--- src/hw/rtl/hec_pkg.sv ---
// Shared types, constants and code-construction functions for the Hamming encoder/corrector.
`default_nettype none

package hec_pkg;

    // Field widths fixed by the interface.
    localparam int DATA_W = 57;
    localparam int CODE_W = 63;
    localparam int SYN_W  = 6;
    localparam int LEN_W  = 6;

    // Action codes carried with every item.
    localparam logic ACT_ENCODE = 1'b0;
    localparam logic ACT_DECODE = 1'b1;

    // Control that travels beside the payload through the pipeline.
    typedef struct packed {
        logic             valid;
        logic             action;
        logic [LEN_W-1:0] code_len;
    } hec_ctrl_t;

    // Smallest r with m + r + 1 <= 2^r; the condition fails monotonically in r.
    function automatic logic [2:0] parity_count(input logic [LEN_W-1:0] m);
        logic [2:0] r;
        r = 3'd0;
        for (int i = 0; i < 7; i++) begin
            if ((8'(m) + 8'(i) + 8'd1) > (8'd1 << i)) begin
                r = 3'(i + 1);
            end
        end
        return r;
    endfunction

    // Place data bits, first bit first, at the positions that are not powers of two.
    function automatic logic [CODE_W-1:0] scatter_data(input logic [DATA_W-1:0] data);
        logic [CODE_W-1:0] code;
        int                j;
        code = '0;
        j    = 0;
        for (int p = 1; p <= CODE_W; p++) begin
            if ((p & (p - 1)) != 0) begin
                code[p-1] = data[j];
                j++;
            end
        end
        return code;
    endfunction

    // Ones on the positions 1..n, that is bits 0..n-1.
    function automatic logic [CODE_W-1:0] low_mask(input logic [LEN_W-1:0] n);
        logic [CODE_W-1:0] mask;
        for (int b = 0; b < CODE_W; b++) begin
            mask[b] = (7'(b) < 7'(n));
        end
        return mask;
    endfunction

    // XOR of the position numbers of all set bits.
    function automatic logic [SYN_W-1:0] word_syndrome(input logic [CODE_W-1:0] word);
        logic [SYN_W-1:0] s;
        s = '0;
        for (int p = 1; p <= CODE_W; p++) begin
            if (word[p-1]) begin
                s = s ^ SYN_W'(p);
            end
        end
        return s;
    endfunction

endpackage

`default_nettype wire

--- src/hw/rtl/hec_prep.sv ---
// Front stages: capture the item with its code length, then build the masked working word.
`default_nettype none

module hec_prep
    import hec_pkg::*;
(
    input  wire logic              clk,
    input  wire logic              rst_n,
    input  wire logic              in_valid,
    input  wire logic              in_action,
    input  wire logic [DATA_W-1:0] in_data,
    input  wire logic [CODE_W-1:0] in_code,
    input  wire logic [LEN_W-1:0]  msg_len,
    output hec_ctrl_t              out_ctrl,
    output logic      [CODE_W-1:0] out_word
);

    hec_ctrl_t         a_ctrl_next;
    hec_ctrl_t         a_ctrl_reg;
    logic [DATA_W-1:0] a_data_reg;
    logic [CODE_W-1:0] a_code_reg;
    hec_ctrl_t         b_ctrl_reg;
    logic [CODE_W-1:0] b_word_next;
    logic [CODE_W-1:0] b_word_reg;

    // Code length n = m + r for the current message length.
    always_comb
    begin
        a_ctrl_next.valid    = in_valid;
        a_ctrl_next.action   = in_action;
        a_ctrl_next.code_len = msg_len + LEN_W'(parity_count(msg_len));
    end

    // Data bits go to their fixed positions; both actions are cut to n bits.
    always_comb
    begin
        if (a_ctrl_reg.action == ACT_DECODE) begin
            b_word_next = a_code_reg & low_mask(a_ctrl_reg.code_len);
        end else begin
            b_word_next = scatter_data(a_data_reg) & low_mask(a_ctrl_reg.code_len);
        end
    end

    // Valid bits are reset; the rest of the control follows them.
    always_ff @(posedge clk or negedge rst_n)
    begin
        if (!rst_n) begin
            a_ctrl_reg <= '0;
            b_ctrl_reg <= '0;
        end else begin
            a_ctrl_reg <= a_ctrl_next;
            b_ctrl_reg <= a_ctrl_reg;
        end
    end

    // Payload registers.
    always_ff @(posedge clk)
    begin
        a_data_reg <= in_data;
        a_code_reg <= in_code;
        b_word_reg <= b_word_next;
    end

    assign out_ctrl = b_ctrl_reg;
    assign out_word = b_word_reg;

endmodule

`default_nettype wire

--- src/hw/rtl/hec_syndrome.sv ---
// Syndrome stage: XOR of the positions of all set bits of the working word.
`default_nettype none

module hec_syndrome
    import hec_pkg::*;
(
    input  wire logic              clk,
    input  wire logic              rst_n,
    input  wire hec_ctrl_t         in_ctrl,
    input  wire logic [CODE_W-1:0] in_word,
    output hec_ctrl_t              out_ctrl,
    output logic      [CODE_W-1:0] out_word,
    output logic      [SYN_W-1:0]  out_syn
);

    hec_ctrl_t         ctrl_reg;
    logic [CODE_W-1:0] word_reg;
    logic [SYN_W-1:0]  syn_next;
    logic [SYN_W-1:0]  syn_reg;

    // One XOR tree per syndrome bit.
    always_comb
    begin
        syn_next = word_syndrome(in_word);
    end

    always_ff @(posedge clk or negedge rst_n)
    begin
        if (!rst_n) begin
            ctrl_reg <= '0;
        end else begin
            ctrl_reg <= in_ctrl;
        end
    end

    always_ff @(posedge clk)
    begin
        word_reg <= in_word;
        syn_reg  <= syn_next;
    end

    assign out_ctrl = ctrl_reg;
    assign out_word = word_reg;
    assign out_syn  = syn_reg;

endmodule

`default_nettype wire

--- src/hw/rtl/hec_fix.sv ---
// Output stage: insert parity on encode; on decode, flip the addressed bit or flag it.
`default_nettype none

module hec_fix
    import hec_pkg::*;
(
    input  wire logic              clk,
    input  wire logic              rst_n,
    input  wire hec_ctrl_t         in_ctrl,
    input  wire logic [CODE_W-1:0] in_word,
    input  wire logic [SYN_W-1:0]  in_syn,
    output logic                   done,
    output logic      [CODE_W-1:0] code_out,
    output logic      [SYN_W-1:0]  syndrome,
    output logic                   syndrome_out_of_range
);

    logic              done_reg;
    logic [CODE_W-1:0] code_next;
    logic [CODE_W-1:0] code_reg;
    logic [SYN_W-1:0]  syn_next;
    logic [SYN_W-1:0]  syn_reg;
    logic              flag_next;
    logic              flag_reg;
    logic              action_reg;
    logic [LEN_W-1:0]  len_reg;

    // Parity positions are zero in the encode word, so the syndrome bits are the parity bits.
    always_comb
    begin
        code_next = in_word;
        syn_next  = '0;
        flag_next = 1'b0;
        if (in_ctrl.action == ACT_ENCODE) begin
            for (int i = 0; i < SYN_W; i++) begin
                if (in_syn[i]) begin
                    code_next[(1 << i) - 1] = 1'b1;
                end
            end
        end else begin
            syn_next = in_syn;
            if (in_syn != '0) begin
                if (in_syn <= in_ctrl.code_len) begin
                    code_next[in_syn - SYN_W'(1)] = ~in_word[in_syn - SYN_W'(1)];
                end else begin
                    flag_next = 1'b1;
                end
            end
        end
    end

    always_ff @(posedge clk or negedge rst_n)
    begin
        if (!rst_n) begin
            done_reg <= 1'b0;
        end else begin
            done_reg <= in_ctrl.valid;
        end
    end

    always_ff @(posedge clk)
    begin
        code_reg   <= code_next;
        syn_reg    <= syn_next;
        flag_reg   <= flag_next;
        action_reg <= in_ctrl.action;
        len_reg    <= in_ctrl.code_len;
    end

    assign done                  = done_reg;
    assign code_out              = code_reg;
    assign syndrome              = syn_reg;
    assign syndrome_out_of_range = flag_reg;

    // A flagged syndrome is nonzero and lies beyond the code length.
    a_flag_beyond_len: assert property (@(posedge clk) disable iff (!rst_n)
        (done_reg && flag_reg) |-> (syn_reg != '0 && syn_reg > len_reg))
        else $error("out-of-range flag with syndrome inside the code");

    // Nothing is written above the code length.
    a_no_high_bits: assert property (@(posedge clk) disable iff (!rst_n)
        done_reg |-> ((code_reg & ~low_mask(len_reg)) == '0))
        else $error("code_out has bits above the code length");

    // Encode reports no syndrome and no flag.
    a_encode_quiet: assert property (@(posedge clk) disable iff (!rst_n)
        (done_reg && action_reg == ACT_ENCODE) |-> (syn_reg == '0 && !flag_reg))
        else $error("encode result carries a syndrome");

    // A correction changes exactly one bit of the masked working word.
    a_single_flip: assert property (@(posedge clk) disable iff (!rst_n)
        (in_ctrl.valid && in_ctrl.action == ACT_DECODE && in_syn != '0
            && in_syn <= in_ctrl.code_len)
        |=> ($countones(code_reg ^ $past(in_word)) == 1))
        else $error("correction did not flip exactly one bit");

endmodule

`default_nettype wire

--- src/hw/rtl/hamming_encode_correct_core.sv ---
// Top level of the Hamming single-error-correcting encoder and corrector.
//
// Usage: an item (action, data_bits, received_code) transfers at a rising edge
// where start is high and busy is low. busy is always low: the pipeline takes
// one item every cycle. action 0 encodes the first m bits of data_bits; action
// 1 checks received_code over its first n = m + r positions and corrects a
// single error. Each result appears on code_out, syndrome and
// syndrome_out_of_range for exactly one cycle with done high, after passing
// through the capture, masking, syndrome and output registers (the
// capture register loading at the start edge); one result per cycle at full load.
// The receiver cannot stall, so results are never held back.
// cfg_write with cfg_data sets the message length m (0 acts as 1, values above
// MAX_DATA_BITS act as MAX_DATA_BITS); change it only with the pipeline empty.
// Reset sets m to 4 and clears all valid bits; no result is produced until
// an item has started.
`default_nettype none

module hamming_encode_correct_core
    import hec_pkg::*;
#(
    parameter int MAX_DATA_BITS = 57
)
(
    input  wire logic              clk,
    input  wire logic              rst_n,
    input  wire logic              cfg_write,
    input  wire logic [LEN_W-1:0]  cfg_data,
    input  wire logic              start,
    output logic                   busy,
    input  wire logic              action,
    input  wire logic [DATA_W-1:0] data_bits,
    input  wire logic [CODE_W-1:0] received_code,
    output logic                   done,
    output logic      [CODE_W-1:0] code_out,
    output logic      [SYN_W-1:0]  syndrome,
    output logic                   syndrome_out_of_range
);

    localparam logic [LEN_W-1:0] MaxLen = LEN_W'(MAX_DATA_BITS);

    logic [LEN_W-1:0] msg_len_reg;
    logic [LEN_W-1:0] msg_len_used;
    hec_ctrl_t        prep_ctrl;
    logic [CODE_W-1:0] prep_word;
    hec_ctrl_t        syn_ctrl;
    logic [CODE_W-1:0] syn_word;
    logic [SYN_W-1:0] syn_value;

    // Message length register.
    always_ff @(posedge clk or negedge rst_n)
    begin
        if (!rst_n) begin
            msg_len_reg <= LEN_W'(4);
        end else if (cfg_write) begin
            msg_len_reg <= cfg_data;
        end
    end

    // Clamp the length to the supported range.
    always_comb
    begin
        if (msg_len_reg == '0) begin
            msg_len_used = LEN_W'(1);
        end else if (msg_len_reg > MaxLen) begin
            msg_len_used = MaxLen;
        end else begin
            msg_len_used = msg_len_reg;
        end
    end

    assign busy = 1'b0;

    hec_prep u_prep (
        .clk       (clk),
        .rst_n     (rst_n),
        .in_valid  (start && !busy),
        .in_action (action),
        .in_data   (data_bits),
        .in_code   (received_code),
        .msg_len   (msg_len_used),
        .out_ctrl  (prep_ctrl),
        .out_word  (prep_word)
    );

    hec_syndrome u_syndrome (
        .clk      (clk),
        .rst_n    (rst_n),
        .in_ctrl  (prep_ctrl),
        .in_word  (prep_word),
        .out_ctrl (syn_ctrl),
        .out_word (syn_word),
        .out_syn  (syn_value)
    );

    hec_fix u_fix (
        .clk                   (clk),
        .rst_n                 (rst_n),
        .in_ctrl               (syn_ctrl),
        .in_word               (syn_word),
        .in_syn                (syn_value),
        .done                  (done),
        .code_out              (code_out),
        .syndrome              (syndrome),
        .syndrome_out_of_range (syndrome_out_of_range)
    );

endmodule

`default_nettype wire

--- config.mk ---
export PLATFORM = sky130hd
export DESIGN_NAME = hamming_encode_correct_core
export DESIGN_NICKNAME = d
export VERILOG_FILES = /design/src/hw/rtl/hec_pkg.sv /design/src/hw/rtl/hec_prep.sv /design/src/hw/rtl/hec_syndrome.sv /design/src/hw/rtl/hec_fix.sv /design/src/hw/rtl/hamming_encode_correct_core.sv
export SDC_FILE = /design/constraint.sdc
export NUM_CORES = 1
export LEC_CHECK = 0
export BUFFER_PORTS_ARGS = -buffer_cell sky130_fd_sc_hd__buf_2
export CAP_MARGIN = 10
export CELL_PAD_IN_SITES_DETAIL_PLACEMENT = 0
export CELL_PAD_IN_SITES_GLOBAL_PLACEMENT = 1
export CORE_AREA = 2 2 171 173
export CTS_BUF_LIST = sky130_fd_sc_hd__clkbuf_2 sky130_fd_sc_hd__clkbuf_4 sky130_fd_sc_hd__clkbuf_8
export DETAILED_ROUTE_END_ITERATION = 16
export DIE_AREA = 0 0 173 175
export HOLD_SLACK_MARGIN = 0.06
export PLACE_DENSITY = 0.79
export SLEW_MARGIN = 5
export SYNTH_ARGS = -nofsm -noshare
export SYNTH_HDL_FRONTEND = slang
export SYNTH_SLANG_ARGS = --single-unit
--- constraint.sdc ---
create_clock -name clk -period 4.7 [get_ports clk]
set_input_delay 0.94 -clock clk [delete_from_list [all_inputs] [get_ports clk]]
set_output_delay 0.94 -clock clk [all_outputs]
set_load 0.02 [all_outputs]
# After elaboration in Yosys (flattened, before gate mapping)
# Index checks and enable logic that the tools add are counted.
[classes] order_cmp=130 addsub=69 eq_ne=0 multipliers=0 muxes=378 reduce_logical=4 shift=0 bitwise_logic=65 div=0
[ops] operator="< comparator 32 x 8 -> 1 bit, second input constant" count=56
[ops] operator="2-to-1 mux 32 bit" count=56
[ops] operator="adder 32 x 2 -> 32 bit, second input constant" count=55
[ops] operator="binary-select mux 1 bit (select 6 bit)" count=57
[ops] operator="2-to-1 mux 6 bit" count=34
[ops] operator="2-to-1 mux 63 bit" count=3
[ops] operator="< comparator 6 bit, first input constant" count=31
[ops] operator="2-to-1 mux 1 bit" count=185
[ops] operator="AND 63 bit" count=2
[ops] operator="< comparator 5 x 6 -> 1 bit, first input constant" count=16
[ops] operator="2-to-1 mux 5 bit" count=16
[ops] operator="bitwise mux 63 bit" count=1
[ops] operator="inverter 3 bit" count=20
[ops] operator="inverter 4 bit" count=15
[ops] operator="adder 8 x 1 -> 8 bit, second input constant" count=6
[ops] operator="< comparator 4 x 6 -> 1 bit, first input constant" count=8
[ops] operator="2-to-1 mux 3 bit" count=11
[ops] operator="2-to-1 mux 4 bit" count=8
[ops] operator="2-to-1 mux 31 bit" count=1
[ops] operator="inverter 2 bit" count=15
[ops] operator="inverter 5 bit" count=6
[ops] operator="< comparator 3 x 6 -> 1 bit, first input constant" count=4
[ops] operator="adder 6 x 3 -> 7 bit, second input constant" count=3
[ops] operator="2-to-1 mux 15 bit" count=1
[ops] operator="other kinds (27)" count=36
[totals] latch_bits=0 in_bits=131 ff_bits=353 rom_bits=0 n_memories=0 ramBits=0 out_inout_bits=72

# Depth between registers and ports, before layout
[logic_depth] ltp_word=120 mapped_depth=19

# Hierarchy
# From an unflattened synthesis, not the netlist that was laid out.
[hier_totals] cells_unflattened=1103 area_unflattened_um2=13121.3
[modules_own_cells] module="hec_prep" area_per_inst_um2=6144.6 seq_area_each_um2=4063.9 instances=1 cells_per_inst=506
[modules_own_cells] module="hec_fix" area_per_inst_um2=3950.0 seq_area_each_um2=1426.4 instances=1 cells_per_inst=403
[modules_own_cells] module="hec_syndrome" area_per_inst_um2=2731.4 seq_area_each_um2=1581.5 instances=1 cells_per_inst=168
[modules_own_cells] module="hamming_encode_correct_core" area_per_inst_um2=295.3 seq_area_each_um2=151.4 instances=1 cells_per_inst=26

# Least setup slack after synthesis
# Ideal clock, no wire load.
[synth_path] path_kind="register to register" start="reg msg_len_reg[4]" end="reg u_prep.a_ctrl_reg[5] in the netlist's numbering" path_buffers=3 arrival_ps=3982 t_required_ps=4575 path_slack_ps=593 period_less_slack_ps=4107 path_stages_with_launch=19 path_cell_list="dfrtp_1 > buf_6 > or4_4 > buf_6 > a22oi_4 > ha_1 > clkbuf_1 > nor2_1 > a31oi_1 > mux2i_1 > xnor2_1 > a2111oi_0 > o221a_2 > a21bo_1 > ha_1 > a21o_1 > a21oi_1 > nor2_1 > xnor2_1"
[synth_lines] item="start, declared" line_no="hamming_encode_correct_core.sv:41" text="logic [LEN_W-1:0] msg_len_reg;"
[synth_lines] item="start signal, assigned" line_no="hamming_encode_correct_core.sv:55" text="msg_len_reg <= cfg_data;"
[synth_lines] item="end signal, assigned" line_no="hec_prep.sv:51" text="a_ctrl_reg <= a_ctrl_next;"
[synth_lines] item="end, declared" line_no="hec_prep.sv:19" text="hec_ctrl_t a_ctrl_reg;"

==> impl_metrics.env <==
export IMPL_worstMarginPinSlew_ns=1.12
export IMPL_synth_edff_count=0
export IMPL_synth_cells=1130
export IMPL_die_w_um=173
export IMPL_slew_limit_headroom=0.247
export IMPL_coreArea_um2=28400
export IMPL_async_flop_share=0.0878
export IMPL_areaGrowthSynthToFinish_pct=20.7
export IMPL_timing_rr_start="msg_len_reg[2]$_DFFE_PN1P_"
export IMPL_antenna_left=0
export IMPL_cts_made_buffers=52
export IMPL_min_period_over_period=0.910
export IMPL_gp_congestion=0.952
export IMPL_portBuffers=201
export IMPL_power_density_nw_per_um2=682
export IMPL_start_kind="register"
export IMPL_power_leakage_nw=6.79
export IMPL_finalSetupViolCount=0
export IMPL_clk_path_buf_depth=3
export IMPL_initial_core_util=0.454
export IMPL_cap_violations=0
export IMPL_critPathArrivalTime_ns=4.74
export IMPL_drv_slew=0
export IMPL_die_h_um=175
export IMPL_seq_area_um2=7230
export IMPL_syn_area_um2=12900
export IMPL_grt_pass1_vias=8767
export IMPL_min_delay_start="u_prep.a_ctrl_reg[7]$_DFF_PN0_"
export IMPL_h_tree_depth=2
export IMPL_finClkSkew_ns=0.0251
export IMPL_worst_slack_ns=0.421
export IMPL_drive_above_1_share=0.293
export IMPL_placed_cell_area_um2=14400
export IMPL_grt_overflow=0
export IMPL_routed_wl_um=33000
export IMPL_finalCriticalPeriod_ns=4.28
export IMPL_drc=0
export IMPL_fmax_ghz=0.234
export IMPL_cts_sinks=353
export IMPL_n_antenna_cell=0
export IMPL_cp_max_fo=14
export IMPL_syn_nets=1288
export IMPL_cts_resized_gates=0
export IMPL_fillers=2532
export IMPL_clk_pin_slew_ns=0.06
export IMPL_synth_flop_cell="dfxtp_1"
export IMPL_max_stage_delay_ns=0.58
export IMPL_drt_first_pass_iters=4
export IMPL_wl_per_cell_um=18.5
export IMPL_antenna_found_initial=0
export IMPL_postCtsHoldBufs=0
export IMPL_syn_area_per_cell_um2=11.4
export IMPL_viasPerCell=5.01
export IMPL_fin_setup_tns_ns=0
export IMPL_routed_via_count=8951
export IMPL_hold_slack_ns=0.347
export IMPL_place_ws_ns=0.467
export IMPL_cpMaxStageDelayCell="or4_4"
export IMPL_row_count=62
export IMPL_cp_startpoint="msg_len_reg[2]$_DFFE_PN1P_"
export IMPL_root_buffer="clkbuf_8"
export IMPL_nets=1519
export IMPL_dieArea_um2=30300
export IMPL_boundaryPins=203
export IMPL_ir_worst_vdd_mv=0.352
export IMPL_cp_cell_sequence="or4_4 -> a22oi_4 -> inv_1 -> ha_1 -> nor2b_1 -> xnor2_1 -> nand2b_1 -> o221ai_1 -> nor4_1 -> buf_4 -> a21oi_1 -> o21ai_0 -> ha_1 -> inv_1 -> fa_1 -> nor2b_1 -> o21ai_0 -> xnor2_1"
export IMPL_hold_class="register to register"
export IMPL_insertion_delay_ns=0.60
export IMPL_finish_instance_area_um2=15600
export IMPL_total_power_w=0.0106
export IMPL_yosysWarnings=0
export IMPL_postCtsSetupBuffers=0
export IMPL_drtIter0Drc=541
export IMPL_ys_seq_area_frac=0.560
export IMPL_grt_usage=0.215
export IMPL_ys_ff_latch=353
export IMPL_finalHoldViolCount=0
export IMPL_multi_input_area_um2=5320
export IMPL_dp_hpwl_um=25400
export IMPL_path_delay_family="simple AND/OR/NAND/NOR gates"
export IMPL_cts_tree="done"
export IMPL_crit_buf_inv=3
export IMPL_grt_max_degree=40
export IMPL_grt_pass1_wl_um=50300
export IMPL_path_class="register to register"
export IMPL_cp_end_kind="register"
export IMPL_status="complete, no violations"
export IMPL_synthDistinctLibCells=75
export IMPL_worst_endpoint_required_ns=5.17
export IMPL_rsz0062_at_grt="no"
export IMPL_regToRegSetupSlack_ns=0.42
==> synthesized netlist by cell type, types with 7 or more instances <==
master | count | area [um2]
xnor2_1 | 105 | 920
xor2_1 | 22 | 193
a21oi_1 | 44 | 220
buf_6 | 11 | 124
clkbuf_1 | 32 | 120
nor2b_1 | 9 | 56.3
nand2_1 | 100 | 375
o22ai_1 | 7 | 43.8
and2_1 | 8 | 50.1
mux2i_1 | 65 | 651
nor3_1 | 23 | 115
a211oi_1 | 19 | 143
o21ai_0 | 14 | 70.1
buf_1 | 7 | 26.3
mux2_2 | 60 | 676
o211ai_1 | 10 | 75.1
nor2_1 | 48 | 180
dfxtp_1 | 322 | 6450
nand2b_1 | 17 | 106
nor4_1 | 11 | 68.8
dfrtp_1 | 30 | 751
ha_1 | 26 | 325
a31oi_1 | 7 | 43.8
inv_1 | 20 | 75.1
==> final timing paths <==
path | endpoint | depth (start not counted)
worst max-delay path | u_prep.a_ctrl_reg[4]$_DFF_PN0_ | 18
worst min register to register | u_prep.out_ctrl[7]$_DFF_PN0_ | 0
max in group asynchronous | u_prep.a_ctrl_reg[6]$_DFF_PN0_ | 1
min in group asynchronous | u_fix.done$_DFF_PN0_ | 1
worst min-delay path | u_prep.out_ctrl[7]$_DFF_PN0_ | 0
worst max register to register | u_prep.a_ctrl_reg[4]$_DFF_PN0_ | 18
==> area by class of cell <==
class,count,area share
multi-input cells,701,0.341
clock buffers,77,0.0616
flip-flops and latches,353,0.464
inverters,22,0.00530
repair buffers,231,0.0799
clock inverters,19,0.0167
well taps,384,0.0309
==> power breakdown <==
| group | total (W) | leakage, nW | switching (W) | internal [W] |
|---|---|---|---|---|
| clock network | 0.00275 | 0.649 | 0.00115 | 0.00161 |
| logic | 0.00398 | 3.09 | 0.00233 | 0.00164 |
| registers | 0.00389 | 3.05 | 0.000398 | 0.00349 |
| total | 0.0106 | 6.79 | 0.00388 | 0.00674 |
==> worst reg2reg max path, cell delays in order, from the launching register on <==
cell,delay [ns]
dfstp_2,0.45
or4_4,0.58
a22oi_4,0.35
inv_1,0.11
ha_1,0.26
nor2b_1,0.26
xnor2_1,0.23
nand2b_1,0.16
o221ai_1,0.12
nor4_1,0.25
buf_4,0.17
a21oi_1,0.07
o21ai_0,0.17
ha_1,0.19
inv_1,0.05
fa_1,0.39
nor2b_1,0.12
o21ai_0,0.09
xnor2_1,0.14
==> cell families (layout without fill, tap and decap cells) <==
| logic type | Yosys count | count (layout) | synth area share |
|---|---|---|---|
| buf+inv | 76 | 349 | 0.0291 |
| flops | 353 | 353 | 0.560 |
| mux | 131 | 131 | 0.113 |
| xor+xnor | 128 | 128 | 0.0880 |
| other cells | 1 | 1 | 0.000291 |
| simple gates | 252 | 252 | 0.0936 |
| compound gates | 162 | 162 | 0.0889 |
| fa+ha+maj | 27 | 27 | 0.0268 |
==> layout by cell type, fill, tap and decap left out, types with 17 or more instances in the layout <==
cell,n
a211oi_1,19
nor3_1,23
xor2_1,22
a21oi_1,44
dfrtp_1,29
nand2b_1,17
inv_1,20
ha_1,26
mux2_2,60
xnor2_1,105
mux2i_1,65
buf_2,201
nor2_1,48
clkbuf_8,61
nand2_1,100
buf_4,29
dfxtp_1,322
==> stage by stage <==
| stage | instances | util |
|---|---|---|
| floorplan | 1130 | - |
| detailed placement | 1691 | 0.505 |
| finish | 1787 | 0.548 |
| global placement | 1691 | 0.505 |
| CTS | 1787 | 0.548 |
| global route | 1787 | 0.548 |
==> routing by layer <==
layer  share of wire  global-route usage  routed length (um)
met1            0.47               0.303               15600
met2            0.43               0.332               14300
met3           0.067              0.0435                2210
met4           0.026              0.0657                 866
met5               0                   0                   0
No activity file was read; power rests on OpenSTA's default activity.
